==> src/rtl/brp_pkg.sv <==
`timescale 1ns / 1ps
`default_nettype none
// ----------------------------------------------------------------------------
// brp_pkg
// Shared types and constants of the byte range parser: character codes,
// parser phases, verdict codes and the records passed between the stages.
// ----------------------------------------------------------------------------
package brp_pkg;

  // width of parsed values and range offsets
  localparam int VALUE_BITS = 63;
  localparam int LEN_BITS   = VALUE_BITS + 1;
  localparam int MAX_BITS   = 16;
  localparam int CNT_BITS   = MAX_BITS + 1;

  // total size saturates at 2^VALUE_BITS
  localparam logic [LEN_BITS-1:0] SIZE_CAP = {1'b1, {VALUE_BITS{1'b0}}};

  // configuration port
  localparam int CFG_AW = 1;
  localparam int CFG_DW = VALUE_BITS;
  localparam logic [CFG_AW-1:0] CFG_BODY_LEN    = 1'd0;
  localparam logic [CFG_AW-1:0] CFG_RANGE_LIMIT = 1'd1;

  // character codes
  localparam logic [7:0] CH_NUL   = 8'h00;
  localparam logic [7:0] CH_SPACE = 8'h20;
  localparam logic [7:0] CH_DASH  = 8'h2d;
  localparam logic [7:0] CH_COMMA = 8'h2c;
  localparam logic [7:0] CH_ZERO  = 8'h30;
  localparam logic [7:0] CH_NINE  = 8'h39;

  // result item kinds
  localparam logic KIND_RANGE   = 1'b0;
  localparam logic KIND_VERDICT = 1'b1;

  // output queue
  localparam int FIFO_DEPTH = 4;
  localparam int FIFO_AW    = 2;
  localparam int FIFO_CW    = 3;

  typedef enum logic [3:0] {
    PH_START,
    PH_FIRST,
    PH_AFTER_FIRST,
    PH_AFTER_DASH,
    PH_SUFFIX_DIGIT,
    PH_SECOND,
    PH_AFTER_SECOND,
    PH_DONE
  } phase_t;

  typedef enum logic [1:0] {
    V_OK,
    V_NOT_SATISFIABLE,
    V_DECLINED
  } verdict_t;

  typedef enum logic {
    ACT_FINISH,
    ACT_ERROR
  } act_t;

  // one completed spec or a syntax error, from the parser to accounting
  typedef struct packed {
    act_t                  act;
    logic                  term;
    logic                  nonempty;
    logic [VALUE_BITS-1:0] rstart;
    logic [VALUE_BITS-1:0] rend;
    logic [VALUE_BITS-1:0] rlen;
  } spec_t;

  // one result item
  typedef struct packed {
    logic                  kind;
    logic [VALUE_BITS-1:0] range_start;
    logic [VALUE_BITS-1:0] range_end;
    verdict_t              verdict;
    logic                  last;
  } res_t;

  // up to two result items written to the output queue in one cycle
  typedef struct packed {
    logic [1:0] n;
    res_t       e0;
    res_t       e1;
  } push_t;

endpackage
`default_nettype wire

==> src/rtl/brp_in_if.sv <==
`timescale 1ns / 1ps
`default_nettype none
// ----------------------------------------------------------------------------
// brp_in_if
// Byte channel into the range parser: valid/ready and one character.
// ----------------------------------------------------------------------------
interface brp_in_if;
  logic       valid;
  logic       ready;
  logic [7:0] ch;

  modport source (output valid, output ch, input ready);
  modport sink   (input valid, input ch, output ready);
endinterface
`default_nettype wire

==> src/rtl/brp_out_if.sv <==
`timescale 1ns / 1ps
`default_nettype none
// ----------------------------------------------------------------------------
// brp_out_if
// Result channel of the range parser: valid/ready and one range or verdict.
// ----------------------------------------------------------------------------
interface brp_out_if;
  logic                           valid;
  logic                           ready;
  logic                           kind;
  logic [brp_pkg::VALUE_BITS-1:0] range_start;
  logic [brp_pkg::VALUE_BITS-1:0] range_end;
  logic [1:0]                     verdict;
  logic                           last;

  modport source (output valid, output kind, output range_start, output range_end,
                  output verdict, output last, input ready);
  modport sink   (input valid, input kind, input range_start, input range_end,
                  input verdict, input last, output ready);
endinterface
`default_nettype wire

==> src/rtl/brp_parse.sv <==
`timescale 1ns / 1ps
`default_nettype none
// ----------------------------------------------------------------------------
// brp_parse
// Input byte register and grammar state machine. Accumulates decimal values
// and, at a separator, works out the clipped range of the spec; a bad character gives an error record.
// ----------------------------------------------------------------------------
module brp_parse (
  input  logic                           clk,
  input  logic                           rst_n,
  input  logic                           in_valid,
  input  logic [7:0]                     in_ch,
  output logic                           in_ready,
  input  logic [brp_pkg::VALUE_BITS-1:0] body_len,
  output logic                           spec_valid,
  output brp_pkg::spec_t                 spec,
  input  logic                           spec_ready
);

  localparam int VB = brp_pkg::VALUE_BITS;

  logic                 byte_vld_r, byte_vld_nxt;
  logic [7:0]           byte_r;
  brp_pkg::phase_t      phase_r, phase_nxt;
  logic [VB-1:0]        first_r, first_nxt;
  logic [VB-1:0]        second_r, second_nxt;
  logic                 suffix_r, suffix_nxt;
  logic                 spec_vld_r, spec_vld_nxt;
  brp_pkg::spec_t       spec_r, spec_nxt;

  logic                 adv;
  logic                 is_sp, is_dash, is_comma, is_nul, is_dig, is_sep;
  logic [VB-1:0]        dval;
  logic [VB-1:0]        acc_src;
  logic [VB+3:0]        prod;
  logic                 ovf;
  logic                 ok_ch, fin, err, load_spec;

  logic [VB:0]          d_open, d_suf, d_ge, d_closed;
  logic                 open_ne, suf_gt, ge, closed_ne;
  logic [VB-1:0]        e_closed;

  // stage moves when the spec register is free or draining
  assign adv        = byte_vld_r && (!spec_vld_r || spec_ready);
  assign in_ready   = !byte_vld_r || adv;
  assign spec_valid = spec_vld_r;
  assign spec       = spec_r;

  // character classes
  assign is_sp    = (byte_r == brp_pkg::CH_SPACE);
  assign is_dash  = (byte_r == brp_pkg::CH_DASH);
  assign is_comma = (byte_r == brp_pkg::CH_COMMA);
  assign is_nul   = (byte_r == brp_pkg::CH_NUL);
  assign is_dig   = (byte_r >= brp_pkg::CH_ZERO) && (byte_r <= brp_pkg::CH_NINE);
  assign is_sep   = is_comma || is_nul;
  assign dval     = VB'(byte_r[3:0]);

  // value times ten plus digit, overflow when any bit above the value width is set
  assign acc_src = (phase_r == brp_pkg::PH_FIRST) ? first_r : second_r;
  assign prod    = {1'b0, acc_src, 3'b000} + {3'b000, acc_src, 1'b0} + (VB+4)'(byte_r[3:0]);
  assign ovf     = |prod[VB+3:VB];

  // range arithmetic for the three spec forms, all in parallel
  always_comb begin
    d_open    = {1'b0, body_len} - {1'b0, first_r};
    open_ne   = !d_open[VB] && (d_open[VB-1:0] != '0);
    d_suf     = {1'b0, body_len} - {1'b0, second_r};
    suf_gt    = d_suf[VB];
    d_ge      = {1'b0, second_r} - {1'b0, body_len};
    ge        = !d_ge[VB];
    e_closed  = ge ? body_len : (second_r + VB'(1));
    d_closed  = {1'b0, e_closed} - {1'b0, first_r};
    closed_ne = !d_closed[VB] && (d_closed[VB-1:0] != '0);
  end

  // grammar decode: legal character per phase, spec end, syntax error
  always_comb begin
    case (phase_r)
      brp_pkg::PH_START:        ok_ch = is_sp || is_dash || is_dig;
      brp_pkg::PH_FIRST:        ok_ch = (is_dig && !ovf) || is_sp || is_dash;
      brp_pkg::PH_AFTER_FIRST:  ok_ch = is_sp || is_dash;
      brp_pkg::PH_AFTER_DASH:   ok_ch = is_sp || is_sep || is_dig;
      brp_pkg::PH_SUFFIX_DIGIT: ok_ch = is_dig;
      brp_pkg::PH_SECOND:       ok_ch = (is_dig && !ovf) || is_sp || is_sep;
      brp_pkg::PH_AFTER_SECOND: ok_ch = is_sp || is_sep;
      default:                  ok_ch = 1'b1;
    endcase
    fin = is_sep && ((phase_r == brp_pkg::PH_AFTER_DASH) ||
                     (phase_r == brp_pkg::PH_SECOND) ||
                     (phase_r == brp_pkg::PH_AFTER_SECOND));
    err = !ok_ch;
  end

  // next phase
  always_comb begin
    phase_nxt = phase_r;
    if (adv) begin
      if (err) begin
        phase_nxt = brp_pkg::PH_DONE;
      end else if (fin) begin
        phase_nxt = is_nul ? brp_pkg::PH_DONE : brp_pkg::PH_START;
      end else begin
        case (phase_r)
          brp_pkg::PH_START: begin
            if (is_dash) phase_nxt = brp_pkg::PH_SUFFIX_DIGIT;
            else if (is_dig) phase_nxt = brp_pkg::PH_FIRST;
          end
          brp_pkg::PH_FIRST: begin
            if (is_sp) phase_nxt = brp_pkg::PH_AFTER_FIRST;
            else if (is_dash) phase_nxt = brp_pkg::PH_AFTER_DASH;
          end
          brp_pkg::PH_AFTER_FIRST: begin
            if (is_dash) phase_nxt = brp_pkg::PH_AFTER_DASH;
          end
          brp_pkg::PH_AFTER_DASH: begin
            if (is_dig) phase_nxt = brp_pkg::PH_SECOND;
          end
          brp_pkg::PH_SUFFIX_DIGIT: begin
            phase_nxt = brp_pkg::PH_SECOND;
          end
          brp_pkg::PH_SECOND: begin
            if (is_sp) phase_nxt = brp_pkg::PH_AFTER_SECOND;
          end
          default: phase_nxt = phase_r;
        endcase
      end
    end
  end

  // value registers and spec record
  always_comb begin
    first_nxt  = first_r;
    second_nxt = second_r;
    suffix_nxt = suffix_r;
    load_spec  = adv && (fin || err);

    if (adv && !err) begin
      if (fin) begin
        if (is_comma) begin
          first_nxt  = '0;
          second_nxt = '0;
          suffix_nxt = 1'b0;
        end
      end else begin
        case (phase_r)
          brp_pkg::PH_START: begin
            if (is_dash) suffix_nxt = 1'b1;
            else if (is_dig) first_nxt = dval;
          end
          brp_pkg::PH_FIRST: begin
            if (is_dig) first_nxt = prod[VB-1:0];
          end
          brp_pkg::PH_AFTER_DASH, brp_pkg::PH_SUFFIX_DIGIT: begin
            if (is_dig) second_nxt = dval;
          end
          brp_pkg::PH_SECOND: begin
            if (is_dig) second_nxt = prod[VB-1:0];
          end
          default: first_nxt = first_r;
        endcase
      end
    end

    spec_nxt.act  = err ? brp_pkg::ACT_ERROR : brp_pkg::ACT_FINISH;
    spec_nxt.term = is_nul;
    if (phase_r == brp_pkg::PH_AFTER_DASH) begin
      // start to end of content
      spec_nxt.nonempty = open_ne;
      spec_nxt.rstart   = first_r;
      spec_nxt.rend     = body_len;
      spec_nxt.rlen     = d_open[VB-1:0];
    end else if (suffix_r) begin
      // last bytes, a suffix longer than the content starts at zero
      spec_nxt.nonempty = suf_gt ? (body_len != '0) : (second_r != '0);
      spec_nxt.rstart   = suf_gt ? '0 : d_suf[VB-1:0];
      spec_nxt.rend     = body_len;
      spec_nxt.rlen     = suf_gt ? body_len : second_r;
    end else begin
      // start to inclusive end, clipped
      spec_nxt.nonempty = closed_ne;
      spec_nxt.rstart   = first_r;
      spec_nxt.rend     = e_closed;
      spec_nxt.rlen     = d_closed[VB-1:0];
    end
    if (err) spec_nxt.nonempty = 1'b0;

    spec_vld_nxt = load_spec ? 1'b1 : (spec_ready ? 1'b0 : spec_vld_r);
    byte_vld_nxt = (in_valid && in_ready) ? 1'b1 : (adv ? 1'b0 : byte_vld_r);
  end

  // control state
  always_ff @(posedge clk) begin
    if (!rst_n) begin
      byte_vld_r <= 1'b0;
      phase_r    <= brp_pkg::PH_START;
      first_r    <= '0;
      second_r   <= '0;
      suffix_r   <= 1'b0;
      spec_vld_r <= 1'b0;
    end else begin
      byte_vld_r <= byte_vld_nxt;
      phase_r    <= phase_nxt;
      first_r    <= first_nxt;
      second_r   <= second_nxt;
      suffix_r   <= suffix_nxt;
      spec_vld_r <= spec_vld_nxt;
    end
  end

  // payload registers
  always_ff @(posedge clk) begin
    if (in_valid && in_ready) byte_r <= in_ch;
    if (load_spec) spec_r <= spec_nxt;
  end

  // a finished header keeps the parser idle until reset
  a_done_sticks: assert property (@(posedge clk) disable iff (!rst_n)
    phase_r == brp_pkg::PH_DONE |=> phase_r == brp_pkg::PH_DONE)
    else $error("parser left the done phase");

endmodule
`default_nettype wire

==> src/rtl/brp_acct.sv <==
`timescale 1ns / 1ps
`default_nettype none
// ----------------------------------------------------------------------------
// brp_acct
// Range accounting: counts and sums emitted ranges, builds the range and
// verdict items and latches the first verdict.
// ----------------------------------------------------------------------------
module brp_acct (
  input  logic                           clk,
  input  logic                           rst_n,
  input  logic                           spec_valid,
  input  brp_pkg::spec_t                 spec,
  output logic                           spec_ready,
  input  logic [brp_pkg::VALUE_BITS-1:0] body_len,
  input  logic [brp_pkg::MAX_BITS-1:0]   range_limit,
  input  logic                           space_ok,
  output brp_pkg::push_t                 push
);

  localparam int VB = brp_pkg::VALUE_BITS;
  localparam int LB = brp_pkg::LEN_BITS;
  localparam int CB = brp_pkg::CNT_BITS;

  logic [CB-1:0]     cnt_r, cnt_nxt;
  logic [LB-1:0]     total_r, total_nxt;
  logic              vset_r, vset_nxt;

  logic              take;
  logic [VB-1:0]     add_len;
  logic [LB:0]       sum;
  logic [CB-1:0]     cnt_inc;
  logic              too_many, over;
  logic              want_range, want_verd;
  brp_pkg::verdict_t verd;
  brp_pkg::res_t     range_item, verd_item;

  // space for two items is needed before a spec is taken
  assign spec_ready = space_ok;
  assign take       = spec_valid && spec_ready && !vset_r;

  // running count and saturating total
  always_comb begin
    add_len  = spec.nonempty ? spec.rlen : '0;
    sum      = {1'b0, total_r} + (LB+1)'(add_len);
    cnt_inc  = cnt_r + CB'(spec.nonempty);
    too_many = spec.nonempty && (cnt_inc > CB'(range_limit));
    over     = sum > (LB+1)'(body_len);
  end

  // item selection
  always_comb begin
    want_range = 1'b0;
    want_verd  = 1'b0;
    verd       = brp_pkg::V_OK;
    cnt_nxt    = cnt_r;
    total_nxt  = total_r;
    vset_nxt   = vset_r;

    if (take) begin
      case (spec.act)
        brp_pkg::ACT_ERROR: begin
          want_verd = 1'b1;
          verd      = brp_pkg::V_NOT_SATISFIABLE;
        end
        brp_pkg::ACT_FINISH: begin
          want_range = spec.nonempty;
          cnt_nxt    = cnt_inc;
          total_nxt  = (sum > (LB+1)'(brp_pkg::SIZE_CAP)) ? brp_pkg::SIZE_CAP : sum[LB-1:0];
          if (too_many) begin
            want_verd = 1'b1;
            verd      = brp_pkg::V_DECLINED;
          end else if (spec.term) begin
            want_verd = 1'b1;
            if (cnt_inc == '0) verd = brp_pkg::V_NOT_SATISFIABLE;
            else if (over) verd = brp_pkg::V_DECLINED;
            else verd = brp_pkg::V_OK;
          end
        end
        default: want_verd = 1'b0;
      endcase
      vset_nxt = want_verd;
    end

    range_item.kind        = brp_pkg::KIND_RANGE;
    range_item.range_start = spec.rstart;
    range_item.range_end   = spec.rend;
    range_item.verdict     = brp_pkg::V_OK;
    range_item.last        = 1'b0;

    verd_item.kind         = brp_pkg::KIND_VERDICT;
    verd_item.range_start  = '0;
    verd_item.range_end    = '0;
    verd_item.verdict      = verd;
    verd_item.last         = 1'b1;

    // range goes first when both are produced
    push.n  = 2'(want_range) + 2'(want_verd);
    push.e0 = want_range ? range_item : verd_item;
    push.e1 = verd_item;
  end

  always_ff @(posedge clk) begin
    if (!rst_n) begin
      cnt_r   <= '0;
      total_r <= '0;
      vset_r  <= 1'b0;
    end else begin
      cnt_r   <= cnt_nxt;
      total_r <= total_nxt;
      vset_r  <= vset_nxt;
    end
  end

  // nothing leaves once a verdict has gone out
  a_quiet_after_verdict: assert property (@(posedge clk) disable iff (!rst_n)
    vset_r |-> push.n == 2'd0)
    else $error("result produced after verdict");

  // a pair is always a range followed by its verdict
  a_pair_order: assert property (@(posedge clk) disable iff (!rst_n)
    push.n == 2'd2 |-> (push.e0.kind == brp_pkg::KIND_RANGE) &&
                       (push.e1.kind == brp_pkg::KIND_VERDICT))
    else $error("bad item order in pair");

endmodule
`default_nettype wire

==> src/rtl/brp_out_fifo.sv <==
`timescale 1ns / 1ps
`default_nettype none
// ----------------------------------------------------------------------------
// brp_out_fifo
// Small result queue: takes up to two items a cycle, hands out one.
// ----------------------------------------------------------------------------
module brp_out_fifo (
  input  logic           clk,
  input  logic           rst_n,
  input  brp_pkg::push_t push,
  output logic           space_ok,
  output logic           out_valid,
  input  logic           out_ready,
  output brp_pkg::res_t  out_item
);

  localparam int AW = brp_pkg::FIFO_AW;
  localparam int CW = brp_pkg::FIFO_CW;

  brp_pkg::res_t mem_r [brp_pkg::FIFO_DEPTH];
  logic [AW-1:0] wp_r, wp_nxt;
  logic [AW-1:0] rp_r, rp_nxt;
  logic [CW-1:0] cnt_r, cnt_nxt;
  logic          pop;

  // room for a range and a verdict
  assign space_ok  = cnt_r <= CW'(brp_pkg::FIFO_DEPTH - 2);
  assign out_valid = cnt_r != '0;
  assign out_item  = mem_r[rp_r];
  assign pop       = out_valid && out_ready;

  // pointer update
  always_comb begin
    wp_nxt  = wp_r + AW'(push.n);
    rp_nxt  = rp_r + AW'(pop);
    cnt_nxt = cnt_r + CW'(push.n) - CW'(pop);
  end

  always_ff @(posedge clk) begin
    if (!rst_n) begin
      wp_r  <= '0;
      rp_r  <= '0;
      cnt_r <= '0;
    end else begin
      wp_r  <= wp_nxt;
      rp_r  <= rp_nxt;
      cnt_r <= cnt_nxt;
    end
  end

  // entry writes
  always_ff @(posedge clk) begin
    if (push.n != 2'd0) mem_r[wp_r] <= push.e0;
    if (push.n == 2'd2) mem_r[wp_r + AW'(1)] <= push.e1;
  end

  a_no_overfill: assert property (@(posedge clk) disable iff (!rst_n)
    cnt_r <= CW'(brp_pkg::FIFO_DEPTH))
    else $error("result queue overfilled");

  a_push_with_room: assert property (@(posedge clk) disable iff (!rst_n)
    push.n != 2'd0 |-> space_ok)
    else $error("push without room");

endmodule
`default_nettype wire

==> src/rtl/http_byte_range_parser.sv <==
`timescale 1ns / 1ps
`default_nettype none
// ----------------------------------------------------------------------------
// http_byte_range_parser
// Parses an HTTP byte range value and emits clipped ranges and a verdict.
// ----------------------------------------------------------------------------
// Usage:
//   in_chan carries one character of the value after the bytes= prefix per
//   transaction; a zero character ends the value. out_chan carries range
//   items (kind 0, half-open [range_start, range_end)) and one verdict item
//   (kind 1, last 1): ok, not satisfiable or declined. After the verdict
//   every further character is taken and dropped until reset. The user writes
//   body length (index 0) and range limit (index 1) on cfg while idle; the block does not enforce it.
// Throughput:
//   one character per cycle while no stall holds the input (see Stall); a
//   result passes the input register, the spec register and the result
//   queue before it shows on out_chan. A spec end may give a range and a
//   verdict, which enter the queue together and leave range first.
// Reset:
//   rst_n low clears the parser, counters, verdict latch and the queue and
//   sets the body length to 0 and the range limit to 1.
// Stall:
//   results wait in a four-entry queue; while fewer than two entries are
//   free a finished spec waits in its register, and input ready drops once
//   the next character is held behind it.
// ----------------------------------------------------------------------------
module http_byte_range_parser (
  input  logic                         clk,
  input  logic                         rst_n,
  brp_in_if.sink                       in_chan,
  brp_out_if.source                    out_chan,
  input  logic                         cfg_we,
  input  logic [brp_pkg::CFG_AW-1:0]   cfg_addr,
  input  logic [brp_pkg::CFG_DW-1:0]   cfg_wdata
);

  logic [brp_pkg::VALUE_BITS-1:0] cl_r, cl_nxt;
  logic [brp_pkg::MAX_BITS-1:0]   maxr_r, maxr_nxt;

  logic           spec_valid, spec_ready, space_ok;
  brp_pkg::spec_t spec;
  brp_pkg::push_t push;
  brp_pkg::res_t  out_item;

  // configuration registers
  always_comb begin
    cl_nxt   = cl_r;
    maxr_nxt = maxr_r;
    if (cfg_we) begin
      case (cfg_addr)
        brp_pkg::CFG_BODY_LEN:    cl_nxt = cfg_wdata;
        brp_pkg::CFG_RANGE_LIMIT: maxr_nxt = cfg_wdata[brp_pkg::MAX_BITS-1:0];
        default:                  cl_nxt = cl_r;
      endcase
    end
  end

  always_ff @(posedge clk) begin
    if (!rst_n) begin
      cl_r   <= '0;
      maxr_r <= brp_pkg::MAX_BITS'(1);
    end else begin
      cl_r   <= cl_nxt;
      maxr_r <= maxr_nxt;
    end
  end

  // grammar stage
  brp_parse u_parse (
    .clk            (clk),
    .rst_n          (rst_n),
    .in_valid       (in_chan.valid),
    .in_ch          (in_chan.ch),
    .in_ready       (in_chan.ready),
    .body_len       (cl_r),
    .spec_valid     (spec_valid),
    .spec           (spec),
    .spec_ready     (spec_ready)
  );

  // accounting stage
  brp_acct u_acct (
    .clk            (clk),
    .rst_n          (rst_n),
    .spec_valid     (spec_valid),
    .spec           (spec),
    .spec_ready     (spec_ready),
    .body_len       (cl_r),
    .range_limit    (maxr_r),
    .space_ok       (space_ok),
    .push           (push)
  );

  // result queue
  brp_out_fifo u_fifo (
    .clk       (clk),
    .rst_n     (rst_n),
    .push      (push),
    .space_ok  (space_ok),
    .out_valid (out_chan.valid),
    .out_ready (out_chan.ready),
    .out_item  (out_item)
  );

  assign out_chan.kind        = out_item.kind;
  assign out_chan.range_start = out_item.range_start;
  assign out_chan.range_end   = out_item.range_end;
  assign out_chan.verdict     = out_item.verdict;
  assign out_chan.last        = out_item.last;

endmodule
`default_nettype wire

==> src/flat_wrapper.sv <==
// flat-port wrapper written by rule: the top's interface ports become plain ports
module http_byte_range_parser_flat 
  (clk, rst_n, cfg_we, cfg_addr, cfg_wdata, in_chan_valid, in_chan_ch, in_chan_ready, out_chan_valid, out_chan_kind, out_chan_range_start, out_chan_range_end, out_chan_verdict, out_chan_last, out_chan_ready);
  brp_in_if in_chan_i ();
  brp_out_if out_chan_i ();
  input  logic clk;
  input  logic rst_n;
  input  logic cfg_we;
  input  logic [brp_pkg::CFG_AW-1:0] cfg_addr;
  input  logic [brp_pkg::CFG_DW-1:0] cfg_wdata;
  input wire logic [$bits(in_chan_i.valid)-1:0] in_chan_valid;
  input wire logic [$bits(in_chan_i.ch)-1:0] in_chan_ch;
  output wire logic [$bits(in_chan_i.ready)-1:0] in_chan_ready;
  output wire logic [$bits(out_chan_i.valid)-1:0] out_chan_valid;
  output wire logic [$bits(out_chan_i.kind)-1:0] out_chan_kind;
  output wire logic [$bits(out_chan_i.range_start)-1:0] out_chan_range_start;
  output wire logic [$bits(out_chan_i.range_end)-1:0] out_chan_range_end;
  output wire logic [$bits(out_chan_i.verdict)-1:0] out_chan_verdict;
  output wire logic [$bits(out_chan_i.last)-1:0] out_chan_last;
  input wire logic [$bits(out_chan_i.ready)-1:0] out_chan_ready;
  assign in_chan_i.valid = in_chan_valid;
  assign in_chan_i.ch = in_chan_ch;
  assign in_chan_ready = in_chan_i.ready;
  assign out_chan_valid = out_chan_i.valid;
  assign out_chan_kind = out_chan_i.kind;
  assign out_chan_range_start = out_chan_i.range_start;
  assign out_chan_range_end = out_chan_i.range_end;
  assign out_chan_verdict = out_chan_i.verdict;
  assign out_chan_last = out_chan_i.last;
  assign out_chan_i.ready = out_chan_ready;
  http_byte_range_parser u_core (.clk(clk), .rst_n(rst_n), .in_chan(in_chan_i), .out_chan(out_chan_i), .cfg_we(cfg_we), .cfg_addr(cfg_addr), .cfg_wdata(cfg_wdata));
endmodule
==> config.mk <==
export PLATFORM = sky130hd
export DESIGN_NAME = http_byte_range_parser_flat
export DESIGN_NICKNAME = d
export VERILOG_FILES = /design/src/rtl/brp_pkg.sv /design/src/rtl/brp_in_if.sv /design/src/rtl/brp_out_if.sv /design/src/rtl/brp_parse.sv /design/src/rtl/brp_acct.sv /design/src/rtl/brp_out_fifo.sv /design/src/rtl/http_byte_range_parser.sv /design/src/flat_wrapper.sv
export SDC_FILE = /design/constraint.sdc
export NUM_CORES = 2
export LEC_CHECK = 0
export ABC_AREA = 1
export BUFFER_PORTS_ARGS = -buffer_cell sky130_fd_sc_hd__buf_2
export CAP_MARGIN = 20
export CORE_ASPECT_RATIO = 1.2
export CORE_MARGIN = 2
export CORE_UTILIZATION = 30
export DETAILED_ROUTE_END_ITERATION = 8
export PLACE_DENSITY = 0.55
export SYNTH_ARGS = -nofsm -noshare
export SYNTH_HDL_FRONTEND = slang
export SYNTH_HIERARCHICAL = 1
export SYNTH_SLANG_ARGS = --single-unit
==> constraint.sdc <==
create_clock -name clk -period 13 [get_ports clk]
set_clock_uncertainty 0.2 [all_clocks]
set_input_delay 0.65 -clock clk [delete_from_list [all_inputs] [get_ports clk]]
set_output_delay 0.65 -clock clk [all_outputs]
set_load 0.005 [all_outputs]
## After elaboration in Yosys (flattened, before gate mapping)

Memories as Yosys holds them, arrays and structs flattened. A register that Yosys moved wholly into a read port is not among the register bits.
Cells that the tools add are included.

| operators by class | value |
|---|---|
| bitwise logic cells | 2 |
| reduce and logical (&&, ||, !) cells | 57 |
| order comparisons | 6 |
| multiplexer cells | 55 |
| equality and inequality tests | 20 |
| add/subtract/negate cells | 15 |

Operators with widths:

| operator | count |
|---|---|
| $mux 63 | 11 |
| $mux 190 | 2 |
| $sub 63x63->64 | 4 |
| $pmux 63 s2 | 2 |
| $reduce_bool 63->1 | 4 |
| $mux 130 | 1 |
| $add 66x64->67 | 1 |
| $add 67x4->67 | 1 |
| $add 64x63->65 | 1 |
| $gt 65x63->1 | 1 |
| $gt 65x64->1 const B | 1 |
| $mux 64 | 1 |
| $add 63x1->63 const B | 1 |
| $mux 4 | 8 |
| $eq 8x6->1 const B | 3 |
| $pmux 4 s6 | 1 |
| $mux 1 | 19 |
| $add 17x1->17 | 1 |
| $gt 17x16->1 | 1 |
| $logic_not 17->1 | 1 |
| $ne 3x3->1 const B | 5 |
| $logic_and 1x1->1 | 13 |
| $logic_or 1x1->1 | 13 |
| $eq 4x3->1 const B | 3 |
| 33 further kinds | 56 |

| storage, ports and cells | value |
|---|---|
| input port bits | 77 |
| memories kept | 1 |
| flip-flop bits (word level) | 501 |
| output and inout bits | 132 |
| RAM bits | 520 |

Memory list:

| memory | depth | width | read ports | clocked after memory_dff | wr ports | RTL line | source |
|---|---|---|---|---|---|---|---|
| u_core.u_fifo.mem_r | 4 | 130 | 1 | 1 | 2 | brp_out_fifo.sv:20 | `brp_pkg::res_t mem_r [brp_pkg::FIFO_DEPTH];` |

## Logic depth before layout (Yosys ltp)

| depth | value |
|---|---|
| depth after elaboration | 14 |
| mapped depth | 44 |
| mapped depth without buffers | 42 |

## Hierarchy

Netlist, hierarchy kept.

Modules (own cells, without submodules):

| module | instances | area an instance (µm²) | cells an instance |
|---|---|---|---|
| brp_parse | 1 | 39845.7 | 6496 |
| brp_out_fifo | 1 | 25677.1 | 2603 |
| brp_acct | 1 | 14660.3 | 2841 |
| http_byte_range_parser | 1 | 3225.6 | 477 |

## Least setup slack after synthesis

OpenSTA, ideal clock, no wires.

| path | value |
|---|---|
| path kind | register to register |
| from | register u_core.u_parse.spec_r (netlist bit u_core/u_parse/spec[189]) |
| to | memory u_core/u_fifo/mem_r[3][0] in the netlist's numbering (enable) |
| arrival time | 13.028 ns |
| cell stages (with the launch flop) | 26 |
| setup time | 0.810 ns |
| data required time | 11.990 ns |
| setup slack | -1.038 ns |
| period minus slack after synthesis | 14.038 ns |
| cells stage by stage | edfxtp_1 ha_1 ha_1 nand3_1 nor3_1 nand2_1 nor2_1 nand3_1 nor2_1 nand3_1 nand2_1 inv_1 ha_1 inv_1 nor3_1 a211oi_1 a21oi_1 o21ai_0 a21boi_0 o21ai_0 nand3_1 nand2_1 inv_1 ha_1 nor2_1 o31ai_1 |

RTL lines:

| what | RTL line | source |
|---|---|---|
| from (decl) | brp_parse.sv:29 | `brp_pkg::spec_t spec_r, spec_nxt;` |
| from (signal assigned) | brp_parse.sv:213 | `if (load_spec) spec_r <= spec_nxt;` |
| to (decl) | brp_out_fifo.sv:20 |  |

## Worst setup path in the final report

| path | value |
|---|---|
| from | register u_core.u_parse.phase_r[1] |
| to | register u_core.u_parse.spec_r (netlist bit u_core/u_parse/spec[62]) (enable) |

| between the ends | value |
|---|---|
| word-level cells in the longest chain between the ends | 13 |

RTL lines:

| what | RTL line | source |
|---|---|---|
| from (decl) | brp_parse.sv:24 | `brp_pkg::phase_t phase_r, phase_nxt;` |
| from (signal assigned) | brp_parse.sv:195 | `phase_r <= brp_pkg::PH_START;` |
| from (signal assigned) | brp_parse.sv:202 | `phase_r <= phase_nxt;` |
| $eq 4x1->1 | brp_parse.sv:59, brp_parse.sv:78 |  |
| $mux 63 | brp_parse.sv:59 | `assign acc_src = (phase_r == brp_pkg::PH_FIRST) ? first_r : second_r;` |
| $add 66x64->67 | brp_parse.sv:60 | `assign prod = {1'b0, acc_src, 3'b000} + {3'b000, acc_src, 1'b0} + (VB+4)'(byte_r[3:0]);` |
| $add 67x4->67 | brp_parse.sv:60 |  |
| $reduce_or 4->1 | brp_parse.sv:61 | `assign ovf = \|prod[VB+3:VB];` |
| $logic_not 1->1 | brp_parse.sv:80, brp_parse.sv:84 |  |
| $logic_and 1x1->1 | brp_parse.sv:80, brp_parse.sv:84 |  |
| $logic_or 1x1->1 | brp_parse.sv:80, brp_parse.sv:84 |  |
| $logic_or 1x1->1 (on tied branches) | brp_parse.sv:84, brp_parse.sv:80 |  |
| $pmux 1 s7 (*) | brp_parse.sv:78 | `case (phase_r)` |
| $logic_not 1->1 (*) | brp_parse.sv:91 | `err = !ok_ch;` |
| net u_core.u_parse.err | brp_parse.sv:37 | `logic ok_ch, fin, err, load_spec;` |
| $logic_or 1x1->1 (*) | brp_parse.sv:135 | `load_spec = adv && (fin \|\| err);` |
| $logic_and 1x1->1 (*) | brp_parse.sv:135 |  |
| net u_core.u_parse.load_spec | brp_parse.sv:37 |  |

Mark *: on every way through the listed nets, which the timed path passes. The rest lies on a longest branch.
A chain may end at the register's enable or synchronous reset.

==> out/qor.txt <==
Drt total wl: 378,000 um
Detailed Place HPWL: 301,000 um
Clock Sink Count: 1,021
CP most frequent cell: nand2_1
Cts hold-fix bufs: 65
Global-route wire length before repair: 538,000 um
Final Setup Violations: 0
CTS tree: done
Class of the worst hold path: input pin to flop
Gpl congestion: 1.08
Max Cap Viol: 0
Seq cells post-synth: 1,021
Vias: 82,700
Status: completed
Sum Neg Setup Slack: 0 ps
Pre-antenna DRT Iters: 6
CP top delay family: simple AND/OR/NAND/NOR gates
Root buffer cell: clkbuf_16
Critical path required time: 13,120 ps
Total setup buffers inserted after CTS: 0
Reg2reg start: u_core/u_parse/phase_r[1]$_SDFFE_PN0P_
Fmax: 115 MHz
Post-synthesis instance total: 12,400
Worst reg-to-reg setup slack: 4330 ps
Die X: 485 um
Commonest cells after routing, fill and taps aside: 3,387 x nand2_1, 1,906 x inv_1, 1,423 x nor2_1, 935 x o21ai_0, 720 x edfxtp_1
Iteration-0 DRC Markers: 7,643
Register area share after synthesis: 33.1%
Final Cell Area: 91,900 um2
Crit end category: flop
CTS max path bufs: 3
Multi-input gate area: 45,700 um2
Largest net degree at the start of global routing: 145
Critical path class: flop to flop
Rows: 212
Die height: 582 um
Dpl cell area: 87,200 um2
Share of cells above drive strength 1: 5.42%
Die footprint: 282,000 um2
Via-to-Cell Ratio: 5.10
Critical path fanouts, max: 125
Power Density: 111 nW/um2
Leakage: 41.9 nW
CTS clock-pin slew for the worst setup and hold paths: 70 ps
Yosys cell types: 66
DR WL/cell: 23.3 um
Hold Startpoint: cfg_wdata[27]
Synthesis warning total: 6
Port buffer count: 208
Area growth from synthesis to layout: 10.1%
Slowest stage delay, CP: 790 ps
Skew-Pair Late Insertion Delay: 810 ps
Most area-consuming cells after synthesis: edfxtp_1 26%, nand2_1 15%, inv_1 8.6%
Post_cts resized: 0
CTS H-tree depth: 3
Slowest cell on the critical path: buf_4
Crit path launch: u_core/u_parse/phase_r[1]$_SDFFE_PN0P_
Final hold vios: 0
Fin crit share: 66.7%
Total track usage: 25.8%
Pins Over Slew Limit: 0
Tightest Pin Transition: 1390 ps
Max_slew headroom: 6.39%
Vias in the first global route: 79,100
Final Util: 33.1%
WP data arrival: 8800 ps
CTS buffer count: 116
Initial antenna violation count: 13
Antenna Nets Post-Route: 0
Ports: 209
Critical path startpoint category: flop
Core box area: 277,000 um2
Final nets: 13,100
Sequential Area: 27,700 um2
Crit path buf inv count: 5
Post-synth top area share: 25.9%
Unrepaired setup endpoints after global routing: false
Initial core utilization: 30.1%
Most common cell after layout, fill and taps aside: nand2_1
Syn avg cell area: 6.72 um2
Filler Cells Inserted: 30,600
Maximum vdd ir drop: 0.000203 V
Cell taking the most area after synthesis: edfxtp_1
Residual DRC: 0
Syn Std Cell Area: 83,400 um2
Grt ovf: 0
Fin crit period: 8670 ps
-- final timing paths --
path,end,depth (start not counted)
max,u_core/u_parse/spec[62]$_DFFE_PP_,25
min,u_core/cl_r[27]$_SDFFE_PN0P_,5
max reg2reg,u_core/u_parse/spec[62]$_DFFE_PP_,25
min reg2reg,u_core/u_parse/first_r[62]$_SDFFE_PN0P_,2
-- worst register-to-register path: cells and delay by family (launching register included) --
family,cells,cell delay (ps)
compound gates,2,1040
fa+ha+maj,2,730
buf+inv,5,2540
flops,1,480
simple gates,16,2990
-- cells in the mapped netlist (all sizes together) --
library cell and count:
nand2 3407, clkbuf 241, a31o 4, o21a 15, xnor2 97, nor4 58, dfxtp 301, nor3 110
and2 7, inv 1941, a211oi 9, o21ai 1283, o22ai 178, o2111ai 20, a21boi 13, ha 527
o31ai 5, nand3b 74, dlygate4sd1 2, edfxtp 720, nand3 463, conb 2, buf 328, o21bai 32
or2 8, xor2 126, or3 1, o221a 1, a21o 28, and3 13, nand4 121, o211ai 14
and3b 1, fa 7, nor2 1445, a31oi 32, clkinv 8, o221ai 61, nor2b 1, nor3b 4
o311ai 4, a21oi 705
-- final cells by class --
| cell class | instances | share of cell area (%) |
|---|---|---|
| multi-input cells | 9002 | 49.8 |
| flip-flops and latches | 1021 | 30.1 |
| inverters | 1949 | 7.99 |
| well taps | 3638 | 4.96 |
| clock buffers | 159 | 3.45 |
| repair buffers | 390 | 2.88 |
| clock inverters | 63 | 0.825 |
| diodes | 11 | 0.0300 |
-- where the power goes --
part | switching [mW] | internal, mW | total (mW)
clock | 1.50 | 1.92 | 3.42
combinational | 2.22 | 0.807 | 3.02
sequential | 0.101 | 3.61 | 3.71
total | 3.82 | 6.34 | 10.2
-- cells by family (layout without fill, tap and decap cells) --
logic type	count (synthesis)	in the layout	synth area share [%]
simple gates	5713	5713	27.8
fa+ha+maj	534	534	8.07
buf+inv	2520	2561	12.8
compound gates	2404	2404	15.8
other cells	2	139	0.00900
xor+xnor	223	223	2.34
flops	1021	1021	33.1
-- flip-flops by register name, summed over array words and instances (netlist names), 8 cells and up --
register,cells
u_core/cl_r,63
u_core/u_parse/second_r,63
u_core/u_parse/byte_r,8
u_core/u_fifo/mem_r,520
u_core/u_acct/total_r,64
u_core/maxr_r,16
u_core/u_parse/first_r,63
u_core/u_acct/cnt_r,17
u_core/u_parse/spec,192
-- metrics by stage --
stage	worst slack [ps]	hold WS (ps)	total power, mW	std cells
after floorplan	3050	235	5.46	12500
after global placement	4480	253	6.72	15900
after detailed placement	4450	256	6.71	15900
after CTS	4390	13.0	10.2	16200
after global routing	3980	72.4	10.6	16200
final	4330	19.8	10.2	16200
-- routing by layer --
metal / share of wire [%] / GRT usage, %
met4: 6.9 / 15.3
met2: 46 / 43.2
met1: 40 / 31.9
met5: 0.0079 / 0
met3: 6.4 / 3.10
No activity file was read; power rests on OpenSTA's default activity.
